--- src/rtl/rhc_pkg.sv ---
// Shared types and constants for the RGB to HSV converter pipeline.
package rhc_pkg;

  // Component width; red, green, blue and alpha all use it.
  localparam int COMPONENT_BITS = 16;
  localparam int HUE_BITS       = 15;
  localparam int SAT_BITS       = 16;

  // One divider step per pipeline stage; both dividers produce SAT_BITS quotient bits.
  localparam int DIV_STEPS = SAT_BITS;

  // 60 degrees in hue units (degrees times 64) and the full circle.
  localparam int HUE_SECTOR = 3840;
  localparam int HUE_FULL   = 23040;

  // 3840 = 2^12 - 2^8, so the scaled difference needs 12 extra bits.
  localparam int SECTOR_HI_SHIFT = 12;
  localparam int SECTOR_LO_SHIFT = 8;
  localparam int PROD_BITS       = COMPONENT_BITS + SECTOR_HI_SHIFT;

  typedef logic [COMPONENT_BITS-1:0] comp_t;
  typedef logic [PROD_BITS-1:0]      prod_t;

  // Input beat.
  typedef struct packed {
    comp_t red;
    comp_t green;
    comp_t blue;
    comp_t alpha;
  } pixel_t;

  // Output beat.
  typedef struct packed {
    logic [HUE_BITS-1:0] hue;
    logic [SAT_BITS-1:0] saturation;
    comp_t               brightness;
    comp_t               alpha_out;
  } hsv_t;

  // Which component is the largest, with ties resolved red, green, blue.
  typedef enum logic [1:0] {
    SEC_RED,
    SEC_GREEN,
    SEC_BLUE
  } sector_t;

  // One lane of the restoring divider: partial remainder, dividend/quotient
  // shift register and divisor.
  typedef struct packed {
    comp_t                rem;
    logic [DIV_STEPS-1:0] dq;
    comp_t                divisor;
  } div_lane_t;

  // Side information that rides along with the dividers.
  typedef struct packed {
    sector_t sector;
    logic    neg;
    logic    grey;
    logic    black;
    logic    sat_full;
    comp_t   brightness;
    comp_t   alpha;
  } div_ctx_t;

  typedef struct packed {
    div_lane_t hue_lane;
    div_lane_t sat_lane;
    div_ctx_t  ctx;
  } div_beat_t;

endpackage

--- src/rtl/rgb_to_hsv_converter_core.sv ---
// Top level of the RGB to HSV converter: front end, divider chain, finish and output buffer.
//
//   Channel  Valid        Stall        Beat     Direction
//   -------  -----------  -----------  -------  ---------
//   pixel    pixel_valid  pixel_stall  pixel    in
//   hsv      hsv_valid    hsv_stall    hsv      out
//
// One pixel is accepted per clock while pixel_stall is low; its result passes through three
// front-end stages, sixteen divider steps, one finish stage and the output register (the two
// restoring dividers set the depth).
// Reset clears only the valid bits; the datapath has no state between pixels.
// A stalled output fills a one-beat skid entry, and pixel_stall follows that
// entry, so the whole pipeline freezes for as long as it is full.
module rgb_to_hsv_converter_core (
  input  logic            clk,
  input  logic            rst,
  input  logic            pixel_valid,
  output logic            pixel_stall,
  input  rhc_pkg::pixel_t pixel,
  output logic            hsv_valid,
  input  logic            hsv_stall,
  output rhc_pkg::hsv_t   hsv
);
  import rhc_pkg::*;

  logic      en;
  logic      hold;
  logic      div_valid [DIV_STEPS+1];
  div_beat_t div_beat  [DIV_STEPS+1];
  logic      fin_valid;
  hsv_t      fin_hsv;

  // The pipeline advances whenever the skid entry is empty.
  assign en          = !hold;
  assign pixel_stall = hold;

  // Max/min, difference and divider setup.
  rhc_front u_front (
    .clk       (clk),
    .rst       (rst),
    .en        (en),
    .in_valid  (pixel_valid),
    .in_pixel  (pixel),
    .out_valid (div_valid[0]),
    .out_beat  (div_beat[0])
  );

  // Divider chain, one quotient bit per stage for both dividers.
  for (genvar i = 0; i < DIV_STEPS; i++) begin : g_div
    rhc_div_step u_step (
      .clk       (clk),
      .rst       (rst),
      .en        (en),
      .in_valid  (div_valid[i]),
      .in_beat   (div_beat[i]),
      .out_valid (div_valid[i+1]),
      .out_beat  (div_beat[i+1])
    );
  end

  // Hue fix-up and saturation limits.
  rhc_finish u_finish (
    .clk       (clk),
    .rst       (rst),
    .en        (en),
    .in_valid  (div_valid[DIV_STEPS]),
    .in_beat   (div_beat[DIV_STEPS]),
    .out_valid (fin_valid),
    .out_hsv   (fin_hsv)
  );

  // Output register and skid entry.
  rhc_out_buf u_out_buf (
    .clk       (clk),
    .rst       (rst),
    .in_valid  (fin_valid),
    .in_hsv    (fin_hsv),
    .hold      (hold),
    .hsv_valid (hsv_valid),
    .hsv_stall (hsv_stall),
    .hsv       (hsv)
  );

`ifndef SYNTH
  // A full skid entry always sits behind an occupied output register.
  a_skid_behind_output: assert property (@(posedge clk) disable iff (rst)
    hold |-> hsv_valid)
    else $error("skid entry full while output register is empty");

  // While the skid entry is full the pipeline must not move.
  a_frozen_on_hold: assert property (@(posedge clk) disable iff (rst)
    hold |=> $stable(fin_valid) && $stable(div_valid[DIV_STEPS]))
    else $error("pipeline moved while held");

  // Hue always lands inside one full turn.
  a_hue_range: assert property (@(posedge clk) disable iff (rst)
    hsv_valid |-> hsv.hue < HUE_BITS'(HUE_FULL))
    else $error("hue out of range");

  // A black pixel has neither hue nor saturation.
  a_black_pixel: assert property (@(posedge clk) disable iff (rst)
    hsv_valid && (hsv.brightness == '0) |-> (hsv.saturation == '0) && (hsv.hue == '0))
    else $error("black pixel with nonzero hue or saturation");
`endif

endmodule

--- src/rtl/rhc_front.sv ---
// Front end: max/min search, range and difference, and divider setup in three stages.
module rhc_front (
  input  logic               clk,
  input  logic               rst,
  input  logic               en,
  input  logic               in_valid,
  input  rhc_pkg::pixel_t    in_pixel,
  output logic               out_valid,
  output rhc_pkg::div_beat_t out_beat
);
  import rhc_pkg::*;

  // Stage A registers.
  logic    a_valid;
  pixel_t  a_pixel;
  comp_t   a_max;
  comp_t   a_min;
  sector_t a_sector;

  // Stage B registers.
  logic    b_valid;
  comp_t   b_range;
  comp_t   b_absdiff;
  logic    b_neg;
  sector_t b_sector;
  comp_t   b_max;
  comp_t   b_alpha;
  logic    b_grey;
  logic    b_black;
  logic    b_sat_full;

  // Stage A logic.
  logic    g_gt_r;
  logic    b_gt_r;
  logic    b_gt_g;
  sector_t sector_next;
  comp_t   max_next;
  comp_t   min_next;

  // Stage B logic.
  comp_t op_x;
  comp_t op_y;

  // Stage C logic.
  prod_t     scaled;
  div_beat_t beat_next;

  // Largest component with red winning ties, then green.
  always_comb begin
    g_gt_r = in_pixel.green > in_pixel.red;
    b_gt_r = in_pixel.blue > in_pixel.red;
    b_gt_g = in_pixel.blue > in_pixel.green;
    if (!g_gt_r && !b_gt_r) begin
      sector_next = SEC_RED;
      max_next    = in_pixel.red;
    end else if (g_gt_r && !b_gt_g) begin
      sector_next = SEC_GREEN;
      max_next    = in_pixel.green;
    end else begin
      sector_next = SEC_BLUE;
      max_next    = in_pixel.blue;
    end
    // With green not above red the minimum is the smaller of green and blue,
    // otherwise it is the smaller of red and blue.
    if (!g_gt_r) begin
      min_next = b_gt_g ? in_pixel.green : in_pixel.blue;
    end else begin
      min_next = b_gt_r ? in_pixel.red : in_pixel.blue;
    end
  end

  // Operands of the hue difference depend on the winning component.
  always_comb begin
    case (a_sector)
      SEC_RED: begin
        op_x = a_pixel.green;
        op_y = a_pixel.blue;
      end
      SEC_GREEN: begin
        op_x = a_pixel.blue;
        op_y = a_pixel.red;
      end
      SEC_BLUE: begin
        op_x = a_pixel.red;
        op_y = a_pixel.green;
      end
      default: begin
        op_x = a_pixel.green;
        op_y = a_pixel.blue;
      end
    endcase
  end

  // Scale the magnitude by one sector with shifts and set up both dividers.
  // The hue quotient stays below 2^DIV_STEPS, so the dividend bits above
  // DIV_STEPS already form a remainder smaller than the divisor.
  always_comb begin
    scaled = {b_absdiff, {SECTOR_HI_SHIFT{1'b0}}}
           - {{(SECTOR_HI_SHIFT - SECTOR_LO_SHIFT){1'b0}}, b_absdiff,
              {SECTOR_LO_SHIFT{1'b0}}};
    beat_next.hue_lane.rem     = {{(COMPONENT_BITS - PROD_BITS + DIV_STEPS){1'b0}},
                                  scaled[PROD_BITS-1:DIV_STEPS]};
    beat_next.hue_lane.dq      = scaled[DIV_STEPS-1:0];
    beat_next.hue_lane.divisor = b_range;
    beat_next.sat_lane.rem     = b_range;
    beat_next.sat_lane.dq      = '0;
    beat_next.sat_lane.divisor = b_max;
    beat_next.ctx.sector       = b_sector;
    beat_next.ctx.neg          = b_neg;
    beat_next.ctx.grey         = b_grey;
    beat_next.ctx.black        = b_black;
    beat_next.ctx.sat_full     = b_sat_full;
    beat_next.ctx.brightness   = b_max;
    beat_next.ctx.alpha        = b_alpha;
  end

  // Valid bits for the three stages.
  always_ff @(posedge clk) begin
    if (rst) begin
      a_valid   <= 1'b0;
      b_valid   <= 1'b0;
      out_valid <= 1'b0;
    end else if (en) begin
      a_valid   <= in_valid;
      b_valid   <= a_valid;
      out_valid <= b_valid;
    end
  end

  // Payload registers for the three stages.
  always_ff @(posedge clk) begin
    if (en) begin
      a_pixel    <= in_pixel;
      a_max      <= max_next;
      a_min      <= min_next;
      a_sector   <= sector_next;
      b_range    <= a_max - a_min;
      b_neg      <= op_x < op_y;
      b_absdiff  <= (op_x < op_y) ? (op_y - op_x) : (op_x - op_y);
      b_sector   <= a_sector;
      b_max      <= a_max;
      b_alpha    <= a_pixel.alpha;
      b_grey     <= a_max == a_min;
      b_black    <= a_max == '0;
      b_sat_full <= (a_min == '0) && (a_max != '0);
      out_beat   <= beat_next;
    end
  end

endmodule

--- src/rtl/rhc_div_step.sv ---
// One restoring division step for the hue and saturation dividers, registered.
module rhc_div_step (
  input  logic               clk,
  input  logic               rst,
  input  logic               en,
  input  logic               in_valid,
  input  rhc_pkg::div_beat_t in_beat,
  output logic               out_valid,
  output rhc_pkg::div_beat_t out_beat
);
  import rhc_pkg::*;

  div_beat_t beat_next;

  // Shift one dividend bit into the remainder, subtract the divisor when it fits.
  function automatic div_lane_t lane_step(input div_lane_t lane);
    logic [COMPONENT_BITS:0] rem_shift;
    logic [COMPONENT_BITS:0] rem_sub;
    logic                    fits;
    div_lane_t               res;
    rem_shift   = {lane.rem, lane.dq[DIV_STEPS-1]};
    rem_sub     = rem_shift - {1'b0, lane.divisor};
    fits        = rem_shift >= {1'b0, lane.divisor};
    res.rem     = fits ? rem_sub[COMPONENT_BITS-1:0] : rem_shift[COMPONENT_BITS-1:0];
    res.dq      = {lane.dq[DIV_STEPS-2:0], fits};
    res.divisor = lane.divisor;
    return res;
  endfunction

  always_comb begin
    beat_next.hue_lane = lane_step(in_beat.hue_lane);
    beat_next.sat_lane = lane_step(in_beat.sat_lane);
    beat_next.ctx      = in_beat.ctx;
  end

  // Stage valid.
  always_ff @(posedge clk) begin
    if (rst) begin
      out_valid <= 1'b0;
    end else if (en) begin
      out_valid <= in_valid;
    end
  end

  // Stage payload.
  always_ff @(posedge clk) begin
    if (en) begin
      out_beat <= beat_next;
    end
  end

endmodule

--- src/rtl/rhc_finish.sv ---
// Final stage: floor correction, sector offset and wrap for hue; saturation limits.
module rhc_finish (
  input  logic               clk,
  input  logic               rst,
  input  logic               en,
  input  logic               in_valid,
  input  rhc_pkg::div_beat_t in_beat,
  output logic               out_valid,
  output rhc_pkg::hsv_t      out_hsv
);
  import rhc_pkg::*;

  localparam int ACC_BITS = DIV_STEPS + 2;
  localparam logic signed [ACC_BITS-1:0] FULL_S = ACC_BITS'(HUE_FULL);

  logic signed [ACC_BITS-1:0] q_ext;
  logic signed [ACC_BITS-1:0] q_term;
  logic signed [ACC_BITS-1:0] offset;
  logic signed [ACC_BITS-1:0] carry;
  logic signed [ACC_BITS-1:0] h_sum;
  logic signed [ACC_BITS-1:0] h_wrap;
  logic                       rem_nz;
  hsv_t                       hsv_next;

  // A negative quotient floors toward minus infinity: -(q + (rem != 0)),
  // which is ~q + 1 - (rem != 0), folded into one three-input add.
  always_comb begin
    rem_nz = in_beat.hue_lane.rem != '0;
    q_ext  = $signed({2'b00, in_beat.hue_lane.dq});
    q_term = in_beat.ctx.neg ? ~q_ext : q_ext;
    carry  = $signed({{(ACC_BITS-1){1'b0}}, in_beat.ctx.neg & ~rem_nz});
    case (in_beat.ctx.sector)
      SEC_RED:   offset = '0;
      SEC_GREEN: offset = ACC_BITS'(2 * HUE_SECTOR);
      SEC_BLUE:  offset = ACC_BITS'(4 * HUE_SECTOR);
      default:   offset = '0;
    endcase
    h_sum = offset + q_term + carry;
    if (h_sum < 0) begin
      h_wrap = h_sum + FULL_S;
    end else if (h_sum >= FULL_S) begin
      h_wrap = h_sum - FULL_S;
    end else begin
      h_wrap = h_sum;
    end
  end

  // Assemble the result beat with the grey, black and full-saturation cases.
  always_comb begin
    hsv_next.hue = in_beat.ctx.grey ? '0 : h_wrap[HUE_BITS-1:0];
    if (in_beat.ctx.black) begin
      hsv_next.saturation = '0;
    end else if (in_beat.ctx.sat_full) begin
      hsv_next.saturation = '1;
    end else begin
      hsv_next.saturation = in_beat.sat_lane.dq[SAT_BITS-1:0];
    end
    hsv_next.brightness = in_beat.ctx.brightness;
    hsv_next.alpha_out  = in_beat.ctx.alpha;
  end

  // Stage valid.
  always_ff @(posedge clk) begin
    if (rst) begin
      out_valid <= 1'b0;
    end else if (en) begin
      out_valid <= in_valid;
    end
  end

  // Stage payload.
  always_ff @(posedge clk) begin
    if (en) begin
      out_hsv <= hsv_next;
    end
  end

endmodule

--- src/rtl/rhc_out_buf.sv ---
// Output register with a one-beat skid entry; its fill state freezes the pipeline.
module rhc_out_buf (
  input  logic          clk,
  input  logic          rst,
  input  logic          in_valid,
  input  rhc_pkg::hsv_t in_hsv,
  output logic          hold,
  output logic          hsv_valid,
  input  logic          hsv_stall,
  output rhc_pkg::hsv_t hsv
);
  import rhc_pkg::*;

  logic skid_valid;
  hsv_t skid;
  logic room;

  // The output register can take a beat when it is empty or being taken.
  assign room = !hsv_valid || !hsv_stall;
  assign hold = skid_valid;

  // Control: the skid entry drains first; a new beat lands in the skid entry
  // only when the output register is occupied and stalled.
  always_ff @(posedge clk) begin
    if (rst) begin
      hsv_valid  <= 1'b0;
      skid_valid <= 1'b0;
    end else if (skid_valid) begin
      if (room) begin
        hsv_valid  <= 1'b1;
        skid_valid <= 1'b0;
      end
    end else if (in_valid) begin
      if (room) begin
        hsv_valid <= 1'b1;
      end else begin
        skid_valid <= 1'b1;
      end
    end else if (!hsv_stall) begin
      hsv_valid <= 1'b0;
    end
  end

  // Payload moves along the same paths.
  always_ff @(posedge clk) begin
    if (skid_valid) begin
      if (room) begin
        hsv <= skid;
      end
    end else if (in_valid) begin
      if (room) begin
        hsv <= in_hsv;
      end else begin
        skid <= in_hsv;
      end
    end
  end

endmodule

--- config.mk ---
export PLATFORM = sky130hd
export DESIGN_NAME = rgb_to_hsv_converter_core
export DESIGN_NICKNAME = d
export VERILOG_FILES = /design/src/rtl/rhc_pkg.sv /design/src/rtl/rgb_to_hsv_converter_core.sv /design/src/rtl/rhc_front.sv /design/src/rtl/rhc_div_step.sv /design/src/rtl/rhc_finish.sv /design/src/rtl/rhc_out_buf.sv
export SDC_FILE = /design/constraint.sdc
export NUM_CORES = 2
export LEC_CHECK = 0
export BUFFER_PORTS_ARGS = -buffer_cell sky130_fd_sc_hd__buf_2
export CAP_MARGIN = 20
export CORE_MARGIN = 4
export CORE_UTILIZATION = 60
export DETAILED_ROUTE_END_ITERATION = 7
export PLACE_DENSITY_LB_ADDON = 0.15
export SYNTH_ARGS = -nofsm -noshare
export SYNTH_HDL_FRONTEND = slang
export SYNTH_SLANG_ARGS = --single-unit
--- constraint.sdc ---
create_clock -name clk -period 122.9 [get_ports clk]
set_input_delay 6.145 -clock clk [delete_from_list [all_inputs] [get_ports clk]]
set_output_delay 6.145 -clock clk [all_outputs]
set_load 0.05 [all_outputs]
==> results.toml <==
[die]
floorplan.initialDensity_pct = 60.39
boundaryPins = 133
die_h_um = 412.7
core_ar_um2 = 162800
floorplan.rows = 148
die_x_um = 412.7
fp.dieArea_um2 = 170400

[sta]
whs_ns = 0.4002
worst_clock_skew_on_the_final_layout_ns = 0.04902
setup-tns-final_ns = 0
timing.final.crit_share_pct = 7.325
rsz0062_at_grt = "no"
worst_slew_pin_slew_ns = 1.174
hold_viol = 0
maxSlewHeadroom_pct = 21.75
post-route-min-period_ns = 9.002
setup_violations = 0
report.final.slew_viol_count = 0
fmaxAchievable_mhz = 111.1

[pwr]
net_switching_power_of_the_design_uw = 1181
share_seq_of_total_power_pct = 38.6
power_density_nw_per_um2 = 30.36
switching_share_pct = 35.85
clock_power_share_pct = 18.9
internal_power_uw = 2114
p_leak_uw = 0.04482
power_frac_comb_pct = 42.5
irDropWorstVdd_uv = 20.64

[grt]
gr-usage-all-layers_pct = 19.94
grt_start_max_net_pins = 193
via_count_of_the_first_global_routing_pass = 56510
global_route.overflow_total = 0
grt_first_pass_wirelength_mm = 278.0
grt_antenna_before_repair = 2

[status]
status = "complete, no violations"

[yosys]
synth.top_cells.by_area = "edfxtp_1 63%, ha_1 8.0%, inv_1 3.1%"
synth_fp_nets = 8253
async_reset_ff_share_pct = 0
synth.ff_latch_count = 2097
netlist_area_before_placement_um2 = 98290
synth_largest_area_cell = "edfxtp_1"
yosysUniqueCellTypes = 83
yosysWarningCount = 0
most_instantiated_library_cell_after_synthesis = "edfxtp_1"
post_synthesis_sequential_area_ratio_pct = 63.84
ys_dominant_reg_cell = "edfxtp_1"
post_syn_instances = 7521
post_synth_most_frequent_cells = "2075 x edfxtp_1, 816 x inv_1, 630 x ha_1"
synth_top_area_share_pct = 63.39
syn_avg_cell_area_um2 = 13.07
synth-edff-count = 2075

[final_layout]
register_area_um2 = 62750
num-nets-final = 8516
num-fill-cells = 11530
finish.utilization_pct = 66.68
syn_to_final_growth_pct = 10.43
fin_area_um2 = 108500
fraction_of_final_layout_cells_with_drive_strength_greater_than_1_pct = 8.116
antenna_cells_inserted = 0
multi_input_area_um2 = 31950

[routing]
post_drt_via_cell_ratio = 5.580
remaining_drc_errors = 0
drt_first_pass_iters = 5
antenna_violating_nets_left = 0
routed-via-count = 56550
route.final.wire_length_mm = 168.7
routed_wire_length_per_instance_um = 16.65
initialDrtViolationCount = 3682

[clock_network]
cts.path.max_buffers = 3
cts.repair_timing.setup_buffer_count = 0
htree_levels = 4
cts_tree = "done"
root_buffer = "clkbuf_16"
worst_skew_pair.late_latency_ns = 0.84
cts_hold_repair.buffers = 0
clock_sink_count = 2097
post_cts.resized_instances = 0
cts_inserted_buffers = 209
clkSlewWorstSetupHoldPaths_ns = 0.06

[place]
placement.cell_area_um2 = 101700
place.port_buffers = 132
gpl.final_weighted_congestion = 0.9012
dpl.hpwl_mm = 119.9

[worst_setup_path]
critPathLaunchType = "primary input"
critical_path.endpoint_type = "flop"
critPathMaxFanout = 18
worstPathArrival_ns = 9.52
timing_worst_setup_path_type = "in2reg"
worst-endpoint-required_ns = 123.42

[worst_hold_path]
timing.hold.worst.class = "reg2reg"

[job]
max_cap_violations = 0
-- power by group through the flow --
stage / Combinational, uW / Sequential [uW] / Clock (uW)
floorplan: 1110 / 1230 / 0
global placement: 1330 / 1280 / 0
detailed placement: 1390 / 1290 / 0
CTS: 1400 / 1280 / 640
global route: 1580 / 1300 / 672
finish: 1400 / 1270 / 622
-- layout make-up --
type                       count  area share [%]
inverter                     816           2.829
sequential                  2097           57.81
clock buffer                 259           5.011
multi-input combinational   4465           29.44
clock inverter               128           1.318
timing repair buffer         195           1.082
tap                         2175           2.507
-- sequential cells by signal, summed over array words and instances (netlist names), 16 cells and up --
register,count
u_front.b_absdiff,16
g_div.u_step.out_beat,1644
u_front.b_alpha,16
u_out_buf.hsv,63
u_front.a_max,16
u_front.b_max,16
g_div.u_step.out_valid,16
u_out_buf.skid,63
u_front.out_beat,74
u_finish.out_hsv,63
u_front.a_min,16
u_front.b_range,16
u_front.a_pixel,64
-- logic make-up (layout without fill, tap and decap cells) --
group | after synthesis | in the layout | share of synthesized area [%]
AO/OA/AOI/OAI | 1687 | 1687 | 10.90
AND/OR/NAND/NOR | 1543 | 1543 | 7.416
flip-flops | 2097 | 2097 | 63.84
buffers and inverters | 959 | 1398 | 3.685
multiplexers | 173 | 173 | 1.903
XOR/XNOR | 398 | 398 | 3.546
adder cells (fa/ha/maj) | 664 | 664 | 8.712
-- metal layers --
metal	track usage, %	up-vias	part of all wire [%]
met5	0	-	0.0077
met3	2.883	382	3.7
li1	-	28160	-
met4	7.382	2	3.3
met2	35.64	1073	51
met1	24.65	26940	42
-- critical path, stage by stage --
cell and delay [ns]:
buf_2 0.11, inv_1 0.07, ha_1 0.30, a21o_1 0.19
a21o_1 0.17, a211o_1 0.29, a21oi_1 0.16, o21ai_0 0.13
a221oi_1 0.35, a21oi_2 0.06, nand2_1 0.61, and2_1 0.75
a21oi_1 0.18
-- stage by stage --
stage	cells	worst slack, ns	power (uW)
after floorplan	7521	82.01	2335
after global placement	9747	113.09	2614
after detailed placement	9747	113.06	2675
after CTS	10130	113.96	3312
after global routing	10140	113.67	3550
final	10140	113.90	3295
-- cell usage in the layout (no fill, tap or decap), types with 73 or more instances in the layout --
cell type  Yosys  final
nand3_1       77     77
nor2b_1       76     76
mux2_2       107    107
xor2_1       172    172
o21ai_0      511    511
nand2b_1      73     73
ha_1         630    630
a21oi_1      337    335
nand2_1      502    502
buf_2          9    132
inv_1        816    815
nor2_1       410    410
clkbuf_16      0    210
xnor2_1      226    226
a21o_1       272    272
edfxtp_1    2075   2075
nor3_1       131    131
-- final timing paths --
check | startpoint | to | slack, ns | depth (start not counted)
worst max-delay path | pixel[34] | u_front.a_min[2]$_DFFE_PN_ | 113.90 | 13
worst min-delay path | g_div[0].u_step.out_beat[112]$_DFFE_PN_ | g_div[1].u_step.out_beat[113]$_DFFE_PN_ | 0.40 | 0
worst max register to register | u_out_buf.hold$_SDFF_PP0_ | g_div[3].u_step.out_beat[78]$_DFFE_PN_ | 115.95 | 7
worst min register to register | g_div[0].u_step.out_beat[112]$_DFFE_PN_ | g_div[1].u_step.out_beat[113]$_DFFE_PN_ | 0.40 | 0
No activity file was read; power rests on OpenSTA's default activity.
